===== src/rtl/pdd_pkg.sv =====
`default_nettype none

package pdd_pkg;

    localparam int WINDOW    = 10;
    localparam int TIME_BITS = 32;

    localparam int DUTY_FULL = 100;
    localparam int DAC_MAX   = 1023;

    localparam int OP_W   = 2;
    localparam int TS_W   = 32;
    localparam int PCT_W  = 7;
    localparam int DAC_W  = 10;
    localparam int SUM_W  = $clog2(WINDOW * DUTY_FULL + 1);
    localparam int PTR_W  = (WINDOW > 1) ? $clog2(WINDOW) : 1;
    localparam int PROD_W = TIME_BITS + PCT_W;
    localparam int CNT_W  = $clog2(PCT_W);
    localparam int CODE_PROD_W = PCT_W + DAC_W;

    // sum / WINDOW as a reciprocal multiply, exact for any sum up to WINDOW * 100
    localparam int AVG_SHIFT  = SUM_W + $clog2(WINDOW);
    localparam int AVG_RECIP  = (2 ** AVG_SHIFT + WINDOW - 1) / WINDOW;
    localparam int AVG_PROD_W = SUM_W + AVG_SHIFT + 1;

    // x / 100 as a reciprocal multiply, exact for any x below 2^CODE_PROD_W
    localparam int DAC_SHIFT  = CODE_PROD_W + $clog2(DUTY_FULL);
    localparam int DAC_RECIP  = (2 ** DAC_SHIFT + DUTY_FULL - 1) / DUTY_FULL;
    localparam int DAC_PROD_W = CODE_PROD_W + DAC_SHIFT + 1;

    typedef enum logic [OP_W-1:0] {
        OP_RISE = 2'd0,
        OP_FALL = 2'd1,
        OP_TICK = 2'd2,
        OP_NONE = 2'd3
    } op_t;

    typedef enum logic [4:0] {
        ST_IDLE = 5'b00001,
        ST_DIV  = 5'b00010,
        ST_SUM  = 5'b00100,
        ST_AVG  = 5'b01000,
        ST_OUT  = 5'b10000
    } state_t;

    typedef struct packed {
        logic cap_rise;
        logic cap_fall;
        logic div_load;
        logic div_step;
        logic ring_update;
        logic avg_load;
        logic out_load;
    } cmd_t;

    typedef struct packed {
        logic div_last;
        logic out_free;
    } status_t;

    // average percent to DAC code, floor(avg * 1023 / 100), saturated
    function automatic logic [DAC_W-1:0] dac_of(input logic [PCT_W-1:0] avg);
        logic [CODE_PROD_W-1:0] prod;
        logic [DAC_PROD_W-1:0]  scaled;
        logic [CODE_PROD_W-1:0] code;
        prod   = CODE_PROD_W'(avg) * CODE_PROD_W'(DAC_MAX);
        scaled = DAC_PROD_W'(prod) * DAC_PROD_W'(DAC_RECIP);
        code   = CODE_PROD_W'(scaled >> DAC_SHIFT);
        if (code > CODE_PROD_W'(DAC_MAX)) begin
            code = CODE_PROD_W'(DAC_MAX);
        end
        return code[DAC_W-1:0];
    endfunction

endpackage

`default_nettype wire


===== src/rtl/pdd_ctrl.sv =====
`default_nettype none

module pdd_ctrl (
    input  wire logic                      aclk,
    input  wire logic                      aresetn,
    input  wire logic                      s_tvalid,
    output logic                           s_tready,
    input  wire logic [pdd_pkg::OP_W-1:0]  op,
    input  wire pdd_pkg::status_t          status,
    output pdd_pkg::cmd_t                  cmd
);

    pdd_pkg::state_t state_reg, state_next;

    always_ff @(posedge aclk) begin
        if (!aresetn) begin
            state_reg <= pdd_pkg::ST_IDLE;
        end else begin
            state_reg <= state_next;
        end
    end

    always_comb begin
        state_next = state_reg;
        cmd        = '0;
        s_tready   = 1'b0;
        unique case (state_reg)
            pdd_pkg::ST_IDLE: begin
                // nothing is taken while reset is held
                s_tready = aresetn;
                if (aresetn && s_tvalid) begin
                    unique case (op)
                        pdd_pkg::OP_RISE: cmd.cap_rise = 1'b1;
                        pdd_pkg::OP_FALL: cmd.cap_fall = 1'b1;
                        pdd_pkg::OP_TICK: begin
                            cmd.div_load = 1'b1;
                            state_next   = pdd_pkg::ST_DIV;
                        end
                        default: ;
                    endcase
                end
            end
            pdd_pkg::ST_DIV: begin
                cmd.div_step = 1'b1;
                if (status.div_last) begin
                    state_next = pdd_pkg::ST_SUM;
                end
            end
            pdd_pkg::ST_SUM: begin
                cmd.ring_update = 1'b1;
                state_next      = pdd_pkg::ST_AVG;
            end
            pdd_pkg::ST_AVG: begin
                cmd.avg_load = 1'b1;
                state_next   = pdd_pkg::ST_OUT;
            end
            pdd_pkg::ST_OUT: begin
                // hold until the previous result has left the output register
                if (status.out_free) begin
                    cmd.out_load = 1'b1;
                    state_next   = pdd_pkg::ST_IDLE;
                end
            end
            default: state_next = pdd_pkg::ST_IDLE;
        endcase
    end

endmodule

`default_nettype wire


===== src/rtl/pdd_datapath.sv =====
`default_nettype none

module pdd_datapath (
    input  wire logic                          aclk,
    input  wire logic                          aresetn,
    input  wire logic [pdd_pkg::TS_W-1:0]      timestamp,
    input  wire pdd_pkg::cmd_t                 cmd,
    output pdd_pkg::status_t                   status,
    output logic                               m_tvalid,
    input  wire logic                          m_tready,
    output logic [pdd_pkg::DAC_W-1:0]          dac_code,
    output logic [pdd_pkg::PCT_W-1:0]          duty_percent
);

    localparam int TB  = pdd_pkg::TIME_BITS;
    localparam int PW  = pdd_pkg::PCT_W;
    localparam int SW  = pdd_pkg::SUM_W;
    localparam int QW  = pdd_pkg::PTR_W;
    localparam int PRW = pdd_pkg::PROD_W;
    localparam int CW  = pdd_pkg::CNT_W;
    localparam int AW  = pdd_pkg::AVG_PROD_W;

    logic [TB-1:0] last_rise_reg, high_time_reg, period_reg;
    logic [TB-1:0] rem_reg, rem_next;
    logic [PW-1:0] num_lo_reg, num_lo_next;
    logic [PW-1:0] quot_reg, quot_next;
    logic [CW-1:0] cnt_reg, cnt_next;
    logic          zero_reg, full_reg;
    logic [PW-1:0] duty_reg;
    logic [PW-1:0] ring_reg [pdd_pkg::WINDOW];
    logic [QW-1:0] ptr_reg, ptr_next;
    logic [SW-1:0] sum_reg, sum_next;
    logic [PW-1:0] avg_reg;
    logic          m_valid_reg;
    logic [pdd_pkg::DAC_W-1:0] code_reg;
    logic [PW-1:0] out_duty_reg;

    logic [TB-1:0]  ts;
    logic [PRW-1:0] prod;
    logic [TB:0]    trial;
    logic           ge;
    logic [PW-1:0]  duty;
    logic [AW-1:0]  avg_prod;

    assign ts    = timestamp[TB-1:0];
    assign prod  = PRW'(high_time_reg) * PRW'(pdd_pkg::DUTY_FULL);
    assign trial = {rem_reg, num_lo_reg[PW-1]};
    assign ge    = (trial >= {1'b0, period_reg});

    // restoring division, one quotient bit per cycle; quotient < 128 unless clamped
    always_comb begin
        rem_next    = rem_reg;
        num_lo_next = num_lo_reg;
        quot_next   = quot_reg;
        cnt_next    = cnt_reg;
        if (cmd.div_load) begin
            rem_next    = prod[PRW-1:PW];
            num_lo_next = prod[PW-1:0];
            quot_next   = '0;
            cnt_next    = '0;
        end else if (cmd.div_step) begin
            rem_next    = ge ? TB'(trial - {1'b0, period_reg}) : trial[TB-1:0];
            num_lo_next = {num_lo_reg[PW-2:0], 1'b0};
            quot_next   = {quot_reg[PW-2:0], ge};
            cnt_next    = cnt_reg + CW'(1);
        end
    end

    assign status.div_last = (cnt_reg == CW'(PW - 1));
    assign status.out_free = !m_valid_reg || m_tready;

    always_comb begin
        if (zero_reg) begin
            duty = '0;
        end else if (full_reg) begin
            duty = PW'(pdd_pkg::DUTY_FULL);
        end else begin
            duty = quot_reg;
        end
    end

    assign sum_next = sum_reg - SW'(ring_reg[ptr_reg]) + SW'(duty);
    assign ptr_next = (ptr_reg == QW'(pdd_pkg::WINDOW - 1)) ? '0 : ptr_reg + QW'(1);

    // window average through the reciprocal of WINDOW
    assign avg_prod = AW'(sum_reg) * AW'(pdd_pkg::AVG_RECIP);

    always_ff @(posedge aclk) begin
        rem_reg    <= rem_next;
        num_lo_reg <= num_lo_next;
        quot_reg   <= quot_next;
        if (cmd.div_load) begin
            zero_reg <= (period_reg == '0);
            full_reg <= (high_time_reg >= period_reg);
        end
        if (cmd.ring_update) begin
            duty_reg <= duty;
        end
        if (cmd.avg_load) begin
            avg_reg <= PW'(avg_prod >> pdd_pkg::AVG_SHIFT);
        end
        if (cmd.out_load) begin
            code_reg     <= pdd_pkg::dac_of(avg_reg);
            out_duty_reg <= duty_reg;
        end
    end

    always_ff @(posedge aclk) begin
        if (!aresetn) begin
            last_rise_reg <= '0;
            high_time_reg <= '0;
            period_reg    <= '0;
            cnt_reg       <= '0;
            ptr_reg       <= '0;
            sum_reg       <= '0;
            m_valid_reg   <= 1'b0;
            for (int i = 0; i < pdd_pkg::WINDOW; i++) begin
                ring_reg[i] <= '0;
            end
        end else begin
            cnt_reg <= cnt_next;
            if (cmd.cap_rise) begin
                period_reg    <= ts - last_rise_reg;
                last_rise_reg <= ts;
            end
            if (cmd.cap_fall) begin
                high_time_reg <= ts - last_rise_reg;
            end
            if (cmd.ring_update) begin
                ring_reg[ptr_reg] <= duty;
                sum_reg           <= sum_next;
                ptr_reg           <= ptr_next;
            end
            if (cmd.out_load) begin
                m_valid_reg <= 1'b1;
            end else if (m_tready) begin
                m_valid_reg <= 1'b0;
            end
        end
    end

    assign m_tvalid     = m_valid_reg;
    assign dac_code     = code_reg;
    assign duty_percent = out_duty_reg;

`ifndef SYNTHESIS
    a_sum_bound: assert property (@(posedge aclk) disable iff (!aresetn)
        sum_reg <= SW'(pdd_pkg::WINDOW * pdd_pkg::DUTY_FULL))
        else $error("window sum out of range");
    a_ptr_bound: assert property (@(posedge aclk) disable iff (!aresetn)
        ptr_reg <= QW'(pdd_pkg::WINDOW - 1))
        else $error("ring pointer out of range");
    a_out_load: assert property (@(posedge aclk) disable iff (!aresetn)
        cmd.out_load |=> m_valid_reg && (out_duty_reg == $past(duty_reg)))
        else $error("result not presented after load");
    a_no_overwrite: assert property (@(posedge aclk) disable iff (!aresetn)
        cmd.out_load |-> (!m_valid_reg || m_tready))
        else $error("pending result overwritten");
    a_duty_range: assert property (@(posedge aclk) disable iff (!aresetn)
        cmd.ring_update |-> (duty <= PW'(pdd_pkg::DUTY_FULL)))
        else $error("duty above full scale");
`endif

endmodule

`default_nettype wire


===== src/rtl/pwm_duty_demodulator.sv =====
`default_nettype none

// PWM duty demodulator. Each input transaction carries an op in s_tuser and a
// timer capture in s_tdata. Rising and falling edge captures give no result.
// An update tick computes duty = high_time * 100 / period (clamped to 100, 0
// for a zero period) on a restoring divider that yields one quotient bit per
// cycle, pushes it into a 10-entry moving-average ring and emits one result
// transaction: the averaged duty scaled to a 10-bit DAC code plus this tick's
// duty. A tick occupies the block through the divider, ring sum, average and
// output states, longer if the previous result has not yet been taken from the
// output register. Op value 3 is accepted and ignored.
module pwm_duty_demodulator (
    input  wire logic        aclk,
    input  wire logic        aresetn,
    input  wire logic        s_tvalid,
    output logic             s_tready,
    input  wire logic [31:0] s_tdata,   // [31:0] timestamp
    input  wire logic [1:0]  s_tuser,   // [1:0] op
    output logic             m_tvalid,
    input  wire logic        m_tready,
    output logic [23:0]      m_tdata    // [9:0] dac_code, [16:10] duty_percent, rest zero
);

    pdd_pkg::cmd_t    cmd;
    pdd_pkg::status_t status;

    logic [pdd_pkg::DAC_W-1:0] dac_code;
    logic [pdd_pkg::PCT_W-1:0] duty_percent;

    pdd_ctrl u_ctrl (
        .aclk     (aclk),
        .aresetn  (aresetn),
        .s_tvalid (s_tvalid),
        .s_tready (s_tready),
        .op       (s_tuser),
        .status   (status),
        .cmd      (cmd)
    );

    pdd_datapath u_datapath (
        .aclk         (aclk),
        .aresetn      (aresetn),
        .timestamp    (s_tdata),
        .cmd          (cmd),
        .status       (status),
        .m_tvalid     (m_tvalid),
        .m_tready     (m_tready),
        .dac_code     (dac_code),
        .duty_percent (duty_percent)
    );

    assign m_tdata = {7'd0, duty_percent, dac_code};

endmodule

`default_nettype wire

===== config.mk =====
export PLATFORM = sky130hd
export DESIGN_NAME = pwm_duty_demodulator
export DESIGN_NICKNAME = d
export VERILOG_FILES = /design/src/rtl/pdd_pkg.sv /design/src/rtl/pdd_ctrl.sv /design/src/rtl/pdd_datapath.sv /design/src/rtl/pwm_duty_demodulator.sv
export SDC_FILE = /design/constraint.sdc
export NUM_CORES = 1
export LEC_CHECK = 0
export BUFFER_PORTS_ARGS = -buffer_cell sky130_fd_sc_hd__buf_2
export CAP_MARGIN = 40
export CORE_AREA = 2 2 224 226
export DETAILED_ROUTE_END_ITERATION = 8
export DIE_AREA = 0 0 226 228
export GPL_ROUTABILITY_DRIVEN = 0
export PLACE_DENSITY = 0.78
export SLEW_MARGIN = 30
export SYNTH_ARGS = -nofsm -noshare
export SYNTH_HDL_FRONTEND = slang
export SYNTH_SLANG_ARGS = --single-unit

===== constraint.sdc =====
create_clock -name aclk -period 10.45 [get_ports aclk]
set_input_delay 0.5225 -clock aclk [delete_from_list [all_inputs] [get_ports aclk]]
set_output_delay 0.5225 -clock aclk [all_outputs]
set_load 0.05 [all_outputs]

==> results of run 1 <==
==> per-layer routing <==
layer	vias to the layer above	GRT usage	wire length, um
met5	-	0	13
met4	2	0.07802	1926
met3	130	0.02061	2864
met2	593	0.4310	30950
met1	10290	0.3317	27670
li1	10340	-	-
==> through the flow <==
stage,area [um2],setup WS (ps),setup TNS (ps),power [mW],instances
floorplan,28760,134.2,0,1.778,3047
global placement,29760,62.15,0,1.877,3716
detailed placement,29820,-179.0,-1547,1.902,3720
CTS,30880,61.75,0,2.995,3777
global route,31040,-60.90,-448.0,3.106,3786
finish,31040,402.2,0,2.987,3786
==> critical path, delay by kind of cell (launching register included) <==
family,cells,cell delay (ps)
XOR/XNOR,1,180
adder cells (fa/ha/maj),12,5470
flip-flops,1,420
buffers and inverters,9,770
AND/OR/NAND/NOR,8,1640
AO/OA/AOI/OAI,8,1420
==> cell type report <==
cell class	count	area, um2	area share
Clock inverter	19	188.9	0.006087
Inverter	555	2085	0.06716
Sequential cell	312	8071	0.2600
Tap cell	672	840.8	0.02709
Clock buffer	36	804.5	0.02592
Timing Repair Buffer	101	630.6	0.02032
Multi-Input combinational cell	2091	18420	0.5934
==> kinds of logic (layout without fill, tap and decap cells) <==
group           count (synthesis)  in the layout  share of synthesized area
flops                         312            312                     0.2807
mux                            53             53                    0.03369
compound gates                560            560                     0.1233
simple gates                  711            711                     0.1129
buf+inv                       644            711                    0.08519
fa+ha+maj                     636            636                     0.3262
other cells                     1              7                  0.0001305
xor+xnor                      124            124                    0.03779
==> synth_stat cells (all sizes together) (12+ instances only) <==
cell,n,area [um2]
buf,21,110.1
nor3,27,135.1
nor4,17,112.6
nand2b,32,200.2
xor2,39,341.6
nand2,280,1051
nand4,23,143.9
clkbuf,68,255.2
o21ai,116,580.6
nand3,46,230.2
nor2b,26,162.7
o21bai,16,120.1
a21o,71,533.0
edfxtp,182,5465
dfxtp,130,2603
a21oi,197,989.7
xnor2,85,744.5
or3,13,86.33
ha,447,5593
nor2,189,709.4
or2,13,81.33
mux4,35,788.3
a211oi,26,200.2
inv,555,2083
fa,189,3784
o21a,17,127.6
mux2i,18,180.2
a31oi,18,112.6
and3,12,75.07
o31ai,15,112.6
==> cell usage in the layout (no fill, tap or decap), types with 23 or more instances in the layout <==
cell / instances
xor2_1: 37
o21ai_1: 41
buf_2: 60
nor3_1: 25
o21ai_0: 72
nand2_1: 280
dfxtp_1: 129
edfxtp_1: 182
nand4_1: 23
nand3_1: 46
nor2_1: 188
a21oi_1: 195
xnor2_1: 83
ha_1: 441
a211oi_1: 25
nand2b_1: 31
buf_4: 37
nor2b_1: 26
mux4_2: 35
a21o_1: 71
inv_1: 552
clkbuf_16: 31
fa_1: 188
==> worst paths after layout <==
path                                              end  slack [ps]
max reg2reg      u_datapath.dac_code[0]$_SDFFCE_PN1P_         400
min reg2reg      u_datapath.duty_percent[3]$_DFFE_PP_         420
min          u_datapath.last_rise_reg[0]$_SDFFE_PN0P_         160
max              u_datapath.dac_code[0]$_SDFFCE_PN1P_         400
==> power breakdown <==
group          internal (mW)  switching (mW)
sequential              1.34          0.0310
clock                  0.604           0.493
combinational          0.202           0.312
total                   2.15           0.836
==> what timing repair did <==
action	4_1_cts	5_1_grt
gates cloned	0	1
resized for setup	9	22
pin swaps	7	20
setup buffers	2	5
endpoints found under the setup margin	10	10
==> results.py, run 1 <==
metrics = {
    "synth": {
        "async_reset_ff_frac": 0,
        "synthFlopType": "edfxtp_1",
        "netlist-cell-type-count": 76,
        "yosysSeqAreaShare": 0.2807,
        "synth_seq_cells": 312,
        "synth_cells": 3041,
        "synth_warnings": 0,
        "avgSynthCellArea_um2": 9.451,
        "synth_edf_count": 182,
        "syn-cell-area_um2": 28740,
    },
    "sta": {
        "maxSlewViolCount": 0,
        "min_period_over_period": 0.9615,
        "finalClockSkew_ps": 27.52,
        "setup_violations": 0,
        "worst_hold_slack_ps": 163.5,
        "finalCriticalPeriod_ps": 10050,
        "relSlewSlack": 0.4493,
        "worstMarginPinSlew_ps": 820.2,
        "rsz0062_at_grt": "true",
        "max_freq_mhz": 99.52,
        "finalHoldViolCount": 0,
    },
    "run": {
        "maxCapViolCount": 0,
    },
    "clock_tree": {
        "ctsHoldBuffers": 0,
        "cts_tree": "yes",
        "clk_root_buffer_cell": "clkbuf_16",
        "cts_buffers": 30,
        "path_clk_slew_ps": 70,
        "clock_sinks": 312,
        "clk_path_buf_depth": 3,
        "htree_levels": 1,
        "clk-insertion-delay-late_ps": 600,
    },
    "die": {
        "initial_core_util": 0.5824,
        "io_pins": 64,
        "dieArea_um2": 51530,
        "die_h_um": 228,
        "core.rowCount": 82,
        "die_w_um": 226,
        "core_area_um2": 49350,
    },
    "worst_setup_path": {
        "endpoint_kind": "flop",
        "crit_start": "u_datapath.avg_reg[4]$_DFFE_PP_",
        "crit_type": "flop to flop",
        "slowest_stage": "fa_1",
        "cp_slowest_stage_delay_ps": 600,
        "crit_fanout": 10,
        "start_kind": "flop",
        "required_ps": 10910,
        "worstPathArrival_ps": 10500,
        "reg2reg_depth": 38,
        "path_common_cell": "fa_1",
        "timing.rr.start": "u_datapath.avg_reg[4]$_DFFE_PP_",
    },
    "grt": {
        "groute.usage.overall": 0.2491,
        "grt_max_degree": 74,
        "gr-total-overflow": 0,
        "antenna_found_initial": 1,
        "grt_pass1_wl_um": 106200,
        "grt_pass1_vias": 21900,
    },
    "worst_hold_path": {
        "hold_depth": 3,
        "worstHoldStart": "s_tdata[0]",
        "hold_path_class": "input port to flop",
    },
    "finish": {
        "area_growth_pct": 7.997,
        "utilization": 0.6290,
        "largest_reg_flops": 112,
        "diodes": 0,
        "drive_gt1_frac": 0.07675,
        "num-fill-cells": 3809,
        "nets": 3765,
    },
    "drt": {
        "drc": 0,
        "avgViaCountPerCell": 5.639,
        "drt_first_pass_iters": 5,
        "drt-wirelength-per-cell_um": 16.75,
        "drt_wl_total_um": 63420,
        "drtAntennaViolNets": 0,
        "num_vias": 21350,
        "drt_iter0_drc": 1624,
    },
    "pwr": {
        "vdd_drop_max_mv": 0.1616,
        "p_per_area_nw_per_um2": 96.22,
        "p_leak_nw": 14.59,
    },
    "placed_design": {
        "post-dp-hpwl_um": 50130,
        "io_buffers": 56,
    },
    "run_status": {
        "status": "completed",
    },
}
Note: power is estimated with default switching activity, not from simulation.
==> run 2, diff against run 1 <==
Settings changed: CORE_AREA 2 2 224 226 to 2 2 222 224, DIE_AREA 0 0 226 228 to 0 0 224 226, PLACE_DENSITY 0.78 to 0.76.
Clock period 10.45 ns to 11.19 ns, I/O delays scaled along.
==> run 2 against run 1 <==
Against the previous run:
- cell count is 1.7% lower
- worst setup slack worse by 88 ps
- cell area is 0.70% lower
- clock skew is 4.0 ps lower
- combinational power is 7.2% lower
- clock power hardly changed
- die area is 1.8% lower
==> results.py, run 2 (same netlist as run 1, synthesis figures left out) <==
metrics = {
    "finish": {
        "utilization": 0.6376,
        "drive_gt1_frac": 0.06809,
        "final_cell_mix": "inv_1, ha_1, nand2_1",
        "instances_no_fill": 3721,
        "num-fill-cells": 3754,
        "area_growth_pct": 7.244,
        "final_common_cell": "inv_1",
        "diodes": 0,
        "nets": 3750,
        "final-seq-area_um2": 8071,
        "multiInputGateArea_um2": 18310,
        "largest_reg_flops": 112,
    },
    "grt": {
        "grt_max_degree": 74,
        "grt_pass1_wl_um": 104100,
        "antenna_found_initial": 0,
        "gr-total-overflow": 0,
        "groute.usage.overall": 0.2519,
        "grt_pass1_vias": 21340,
    },
    "pwr": {
        "p_comb_frac": 0.167,
        "p_int_mw": 2.069,
        "sw_frac_of_total": 0.2731,
        "vdd_drop_max_mv": 0.1459,
        "p_seq_frac": 0.451,
        "p_sw_uw": 777.7,
        "power.total_mw": 2.847,
        "p_per_area_nw_per_um2": 92.37,
        "pwr-share-clk": 0.382,
        "p_leak_nw": 14.56,
    },
    "die": {
        "dieArea_um2": 50620,
        "io_pins": 64,
        "initial_core_util": 0.5945,
        "core_area_um2": 48340,
        "core.rowCount": 81,
        "die_h_um": 226,
        "die_w_um": 224,
    },
    "drt": {
        "drt_wl_total_um": 63650,
        "avgViaCountPerCell": 5.694,
        "drt-wirelength-per-cell_um": 17.10,
        "drt_first_pass_iters": 5,
        "drt_iter0_drc": 1572,
        "drc": 0,
        "num_vias": 21190,
        "drtAntennaViolNets": 0,
    },
    "clock_tree": {
        "path_clk_slew_ps": 70,
        "clk_root_buffer_cell": "clkbuf_16",
        "ctsHoldBuffers": 0,
        "clock_sinks": 312,
        "cts_tree": "yes",
        "clk_path_buf_depth": 3,
        "htree_levels": 1,
        "cts_buffers": 30,
        "clk-insertion-delay-late_ps": 600,
    },
    "worst_setup_path": {
        "reg2reg_depth": 38,
        "slowest_stage": "fa_2",
        "crit_type": "flop to flop",
        "cp_slowest_stage_delay_ps": 640,
        "required_ps": 11660,
        "timing.rr.start": "u_datapath.avg_reg[2]$_DFFE_PP_",
        "crit_fanout": 4,
        "endpoint_kind": "flop",
        "rrSetupSlack_ps": 310,
        "r2r_end": "u_datapath.dac_code[8]$_SDFFCE_PN1P_",
        "start_kind": "flop",
        "worstPathArrival_ps": 11340,
    },
    "sta": {
        "finalHoldViolCount": 0,
        "setup_violations": 0,
        "max_freq_mhz": 91.95,
        "worstMarginPinSlew_ps": 829.7,
        "maxSlewViolCount": 0,
        "min_period_over_period": 0.9719,
        "finalClockSkew_ps": 23.54,
        "relSlewSlack": 0.4469,
        "finalCriticalPeriod_ps": 10880,
    },
    "placed_design": {
        "placed_cells": 3653,
        "io_buffers": 56,
        "post-dp-hpwl_um": 50180,
    },
    "worst_hold_path": {
        "hold_end": "u_datapath.last_rise_reg[0]$_SDFFE_PN0P_",
        "hold_depth": 3,
        "worstHoldStart": "s_tdata[0]",
        "hold_path_class": "input port to flop",
    },
    "run_status": {
        "status": "completed",
    },
    "run": {
        "maxCapViolCount": 0,
    },
}
run 2: cell types whose count changed in the layout (fill, tap and decap cells not counted), sizes merged:
cell	change
clkinvlp	-3
inv	+1
bufinv	+3
clkinv	-1
buf	-15
run 2: power groups by stage:
stage	sequential [mW]	combinational (mW)	clock, mW
after detailed placement	1.31	0.468	0
after global routing	1.29	0.532	1.14
after floorplan	1.30	0.363	0
after CTS	1.28	0.472	1.10
final	1.28	0.477	1.09
after global placement	1.31	0.449	0
run 2: critical path, delay by kind of cell, from the launching register on:
family / cells / cell delay [ps]
compound gates: 10 / 2130
fa+ha+maj: 13 / 5940
buf+inv: 8 / 480
flops: 1 / 450
simple gates: 7 / 1700
run 2: layer usage:
| metal | track usage | up-vias | routed length, um |
|---|---|---|---|
| met4 | 0.07419 | 0 | 1654 |
| met2 | 0.4365 | 594 | 30610 |
| met1 | 0.3351 | 10150 | 27960 |
| met3 | 0.02602 | 112 | 3416 |
| li1 | - | 10330 | - |
| met5 | 0 | - | 0 |
run 2: worst max path at each step:
stage / startpoint / end / slack (ps) / depth (start not counted)
final: u_datapath.avg_reg[2]$_DFFE_PP_ / u_datapath.dac_code[8]$_SDFFCE_PN1P_ / 310 / 38
after global routing: u_datapath.avg_reg[6]$_DFFE_PP_ / u_datapath.dac_code[8]$_SDFFCE_PN1P_ / -20 / 38
after CTS: u_datapath.avg_reg[4]$_DFFE_PP_ / u_datapath.dac_code[8]$_SDFFCE_PN1P_ / 30 / 38
after detailed placement: u_datapath.avg_reg[4]$_DFFE_PP_ / u_datapath.dac_code[8]$_SDFFCE_PN1P_ / 100 / 38
after global placement: u_datapath.avg_reg[4]$_DFFE_PP_ / u_datapath.dac_code[8]$_SDFFCE_PN1P_ / 390 / 38
after floorplan: u_datapath.avg_reg[4]$_DFFE_PP_ / u_datapath.dac_code[4]$_SDFFCE_PN1P_ / 870 / 38
run 2: what timing repair did:
| item | in CTS | in global routing |
|---|---|---|
| buffers inserted | 0 | 10 |
| setup endpoints to repair | 0 | 10 |
| resized for setup | 0 | 9 |
run 2: metrics by stage:
stage	hold slack, ps	setup TNS, ps	area [um2]	setup slack (ps)
5_1_grt	203.3	-55.57	30820	-22.43
4_1_cts	193.3	0	30690	34.91
6_report	215.3	0	30820	314.1
3_5_place_dp	406.3	0	29630	97.60
3_3_place_gp	404.1	0	29590	386.1
2_1_floorplan	400.3	0	28760	874.2
run 2: cell type report:
cell class	count	share of cell area
clock buffer	36	0.02574
clock inverter	19	0.008443
inverter	555	0.06763
multi-input combinational	2091	0.5939
sequential	312	0.2619
tap	622	0.02525
timing repair buffer	86	0.01717
==> run 3, diff against run 2 <==
Settings changed: GPL_TIMING_DRIVEN set to 0.
==> run 3 against run 2 <==
Against the previous run:
- fmax increased by 0.77%
- clock skew is 4.9 ps lower
- critical path type unchanged
- via count rose by 2.8%
- largest cell class unchanged
- count of clock-buffer cells in the layout rose by 1
- largest power group unchanged
- critical endpoint is now u_datapath.dac_code[4]$_SDFFCE_PN1P_
==> results.py, run 3 (same netlist as run 1, synthesis figures left out) <==
metrics = {
    "grt": {
        "gr-total-overflow": 0,
        "grt_max_degree": 39,
        "grt_pass1_wl_um": 110800,
        "busiest_layer": "met2",
        "grt_use_met2": 0.4802,
        "grt_pass1_vias": 22300,
        "antenna_found_initial": 0,
        "met1_usage": 0.3469,
        "gr-usage-met3": 0.02732,
        "groute.usage.overall": 0.2714,
    },
    "sta": {
        "finalHoldViolCount": 0,
        "min_period_over_period": 0.9645,
        "finalClockSkew_ps": 18.64,
        "finalCriticalPeriod_ps": 10790,
        "relSlewSlack": 0.4557,
        "worstMarginPinSlew_ps": 795.9,
        "max_freq_mhz": 92.66,
        "setup_violations": 0,
        "tns_ps": 0,
        "maxSlewViolCount": 0,
    },
    "die": {
        "dieArea_um2": 50620,
        "die_h_um": 226,
        "io_pins": 64,
        "initial_core_util": 0.5945,
        "die_w_um": 224,
        "core.rowCount": 81,
        "core_area_um2": 48340,
    },
    "drt": {
        "drt_wl_total_um": 68350,
        "drt_first_pass_iters": 9,
        "drt-wirelength-per-cell_um": 17.95,
        "drt_iter0_drc": 1824,
        "avgViaCountPerCell": 5.724,
        "num_vias": 21790,
        "drc": 0,
        "drtAntennaViolNets": 0,
    },
    "clock_tree": {
        "cts_tree": "yes",
        "clock_sinks": 312,
        "clk_root_buffer_cell": "clkbuf_16",
        "htree_levels": 1,
        "clk-insertion-delay-late_ps": 590,
        "cts_buffers": 31,
        "ctsHoldBuffers": 0,
        "path_clk_slew_ps": 70,
        "clk_path_buf_depth": 3,
    },
    "worst_setup_path": {
        "slowest_stage": "fa_2",
        "worstPathArrival_ps": 11220,
        "crit_type": "flop to flop",
        "reg2reg_depth": 40,
        "r2r_end": "u_datapath.dac_code[4]$_SDFFCE_PN1P_",
        "rrSetupSlack_ps": 400,
        "crit_start": "u_datapath.avg_reg[6]$_DFFE_PP_",
        "start_kind": "flop",
        "cp_slowest_stage_delay_ps": 620,
        "crit_fanout": 10,
        "required_ps": 11610,
        "cp-endpoint": "u_datapath.dac_code[4]$_SDFFCE_PN1P_",
        "endpoint_kind": "flop",
        "timing.rr.start": "u_datapath.avg_reg[6]$_DFFE_PP_",
        "path_common_cell": "fa_1",
    },
    "finish": {
        "final_common_cell": "inv_1",
        "nets": 3834,
        "num-fill-cells": 3729,
        "diodes": 0,
        "final_cell_area_um2": 31240,
        "final_cell_mix": "inv_1, ha_1, nand2_1",
        "largest_reg_flops": 112,
        "area_growth_pct": 8.685,
        "drive_gt1_frac": 0.06970,
    },
    "worst_hold_path": {
        "hold_path_class": "input port to flop",
        "hold_depth": 3,
    },
    "pwr": {
        "p_leak_nw": 14.70,
        "power.total_mw": 2.930,
        "p_per_area_nw_per_um2": 93.81,
        "vdd_drop_max_mv": 0.1317,
    },
    "run": {
        "maxCapViolCount": 0,
    },
    "placed_design": {
        "post_dp_cell_area_um2": 29910,
        "io_buffers": 55,
        "post-dp-hpwl_um": 54940,
    },
    "run_status": {
        "status": "completed",
    },
}
-- run 3: cell types whose count changed in the layout (fill, tap and decap cells not counted), moves of 3 or more --
cell	change
clkinvlp_4	+3
clkinv_2	-7
buf_1	+10
clkbuf_1	+66
buf_2	+6
buf_4	-4
buf_6	+5
-- run 3: timing repair --
| item | 4_1_cts | 5_1_grt |
|---|---|---|
| endpoints found under the setup margin | 10 | 10 |
| pin swaps | 1 | 4 |
| setup buffers | 3 | 10 |
| gates resized for setup | 1 | 11 |
-- run 3: where the power goes --
part,leakage (nW),switching (mW),internal (mW)
registers,2.75,0.0294,1.26
logic,11.4,0.304,0.192
clock network,0.543,0.485,0.664
total,14.7,0.818,2.11
-- run 3: final cells by class --
| class | count | area, um2 | area share |
|---|---|---|---|
| Tap cell | 622 | 778.2 | 0.02491 |
| Inverter | 555 | 2083 | 0.06669 |
| Clock buffer | 37 | 838.3 | 0.02684 |
| Timing Repair Buffer | 80 | 488.0 | 0.01562 |
| Multi-Input combinational cell | 2091 | 18310 | 0.5862 |
| Sequential cell | 312 | 8068 | 0.2583 |
| Buffer | 89 | 365.4 | 0.01170 |
| Clock inverter | 21 | 304.0 | 0.009733 |
-- run 3: per-layer routing --
layer	part of all wire	vias to the layer above
li1	-	10500
met1	0.42	10410
met2	0.49	732
met3	0.055	148
met4	0.033	0
met5	0	-
-- run 3: worst max-delay path: cells and delay by family, from the launching register on --
family | cells | cell delay [ps]
AO/OA/AOI/OAI | 10 | 1950
adder cells (fa/ha/maj) | 13 | 5960
buffers and inverters | 10 | 830
AND/OR/NAND/NOR | 7 | 1460
flip-flops | 1 | 440
-- run 3: worst min-delay path by stage --
| stage | startpoint | endpoint | slack [ps] |
|---|---|---|---|
| floorplan | u_datapath.duty_reg[0]$_DFFE_PN_ | u_datapath.duty_percent[0]$_DFFE_PP_ | 400 |
| global placement | u_datapath.duty_reg[0]$_DFFE_PN_ | u_datapath.duty_percent[0]$_DFFE_PP_ | 410 |
| detailed placement | u_datapath.duty_reg[3]$_DFFE_PN_ | u_datapath.duty_percent[3]$_DFFE_PP_ | 400 |
| CTS | s_tdata[2] | u_datapath.last_rise_reg[2]$_SDFFE_PN0P_ | 200 |
| global route | s_tdata[5] | u_datapath.last_rise_reg[5]$_SDFFE_PN0P_ | 220 |
| finish | s_tdata[5] | u_datapath.last_rise_reg[5]$_SDFFE_PN0P_ | 220 |
-- run 3: stage by stage --
step	std cells	setup WS, ps	utilization	hold slack, ps
floorplan	3047	874.2	-	400.3
global placement	3724	-37.93	0.6168	406.0
detailed placement	3732	-269.0	0.6188	404.5
CTS	3793	16.27	0.6430	196.5
global route	3807	-71.74	0.6462	218.0
finish	3807	397.5	0.6462	222.5
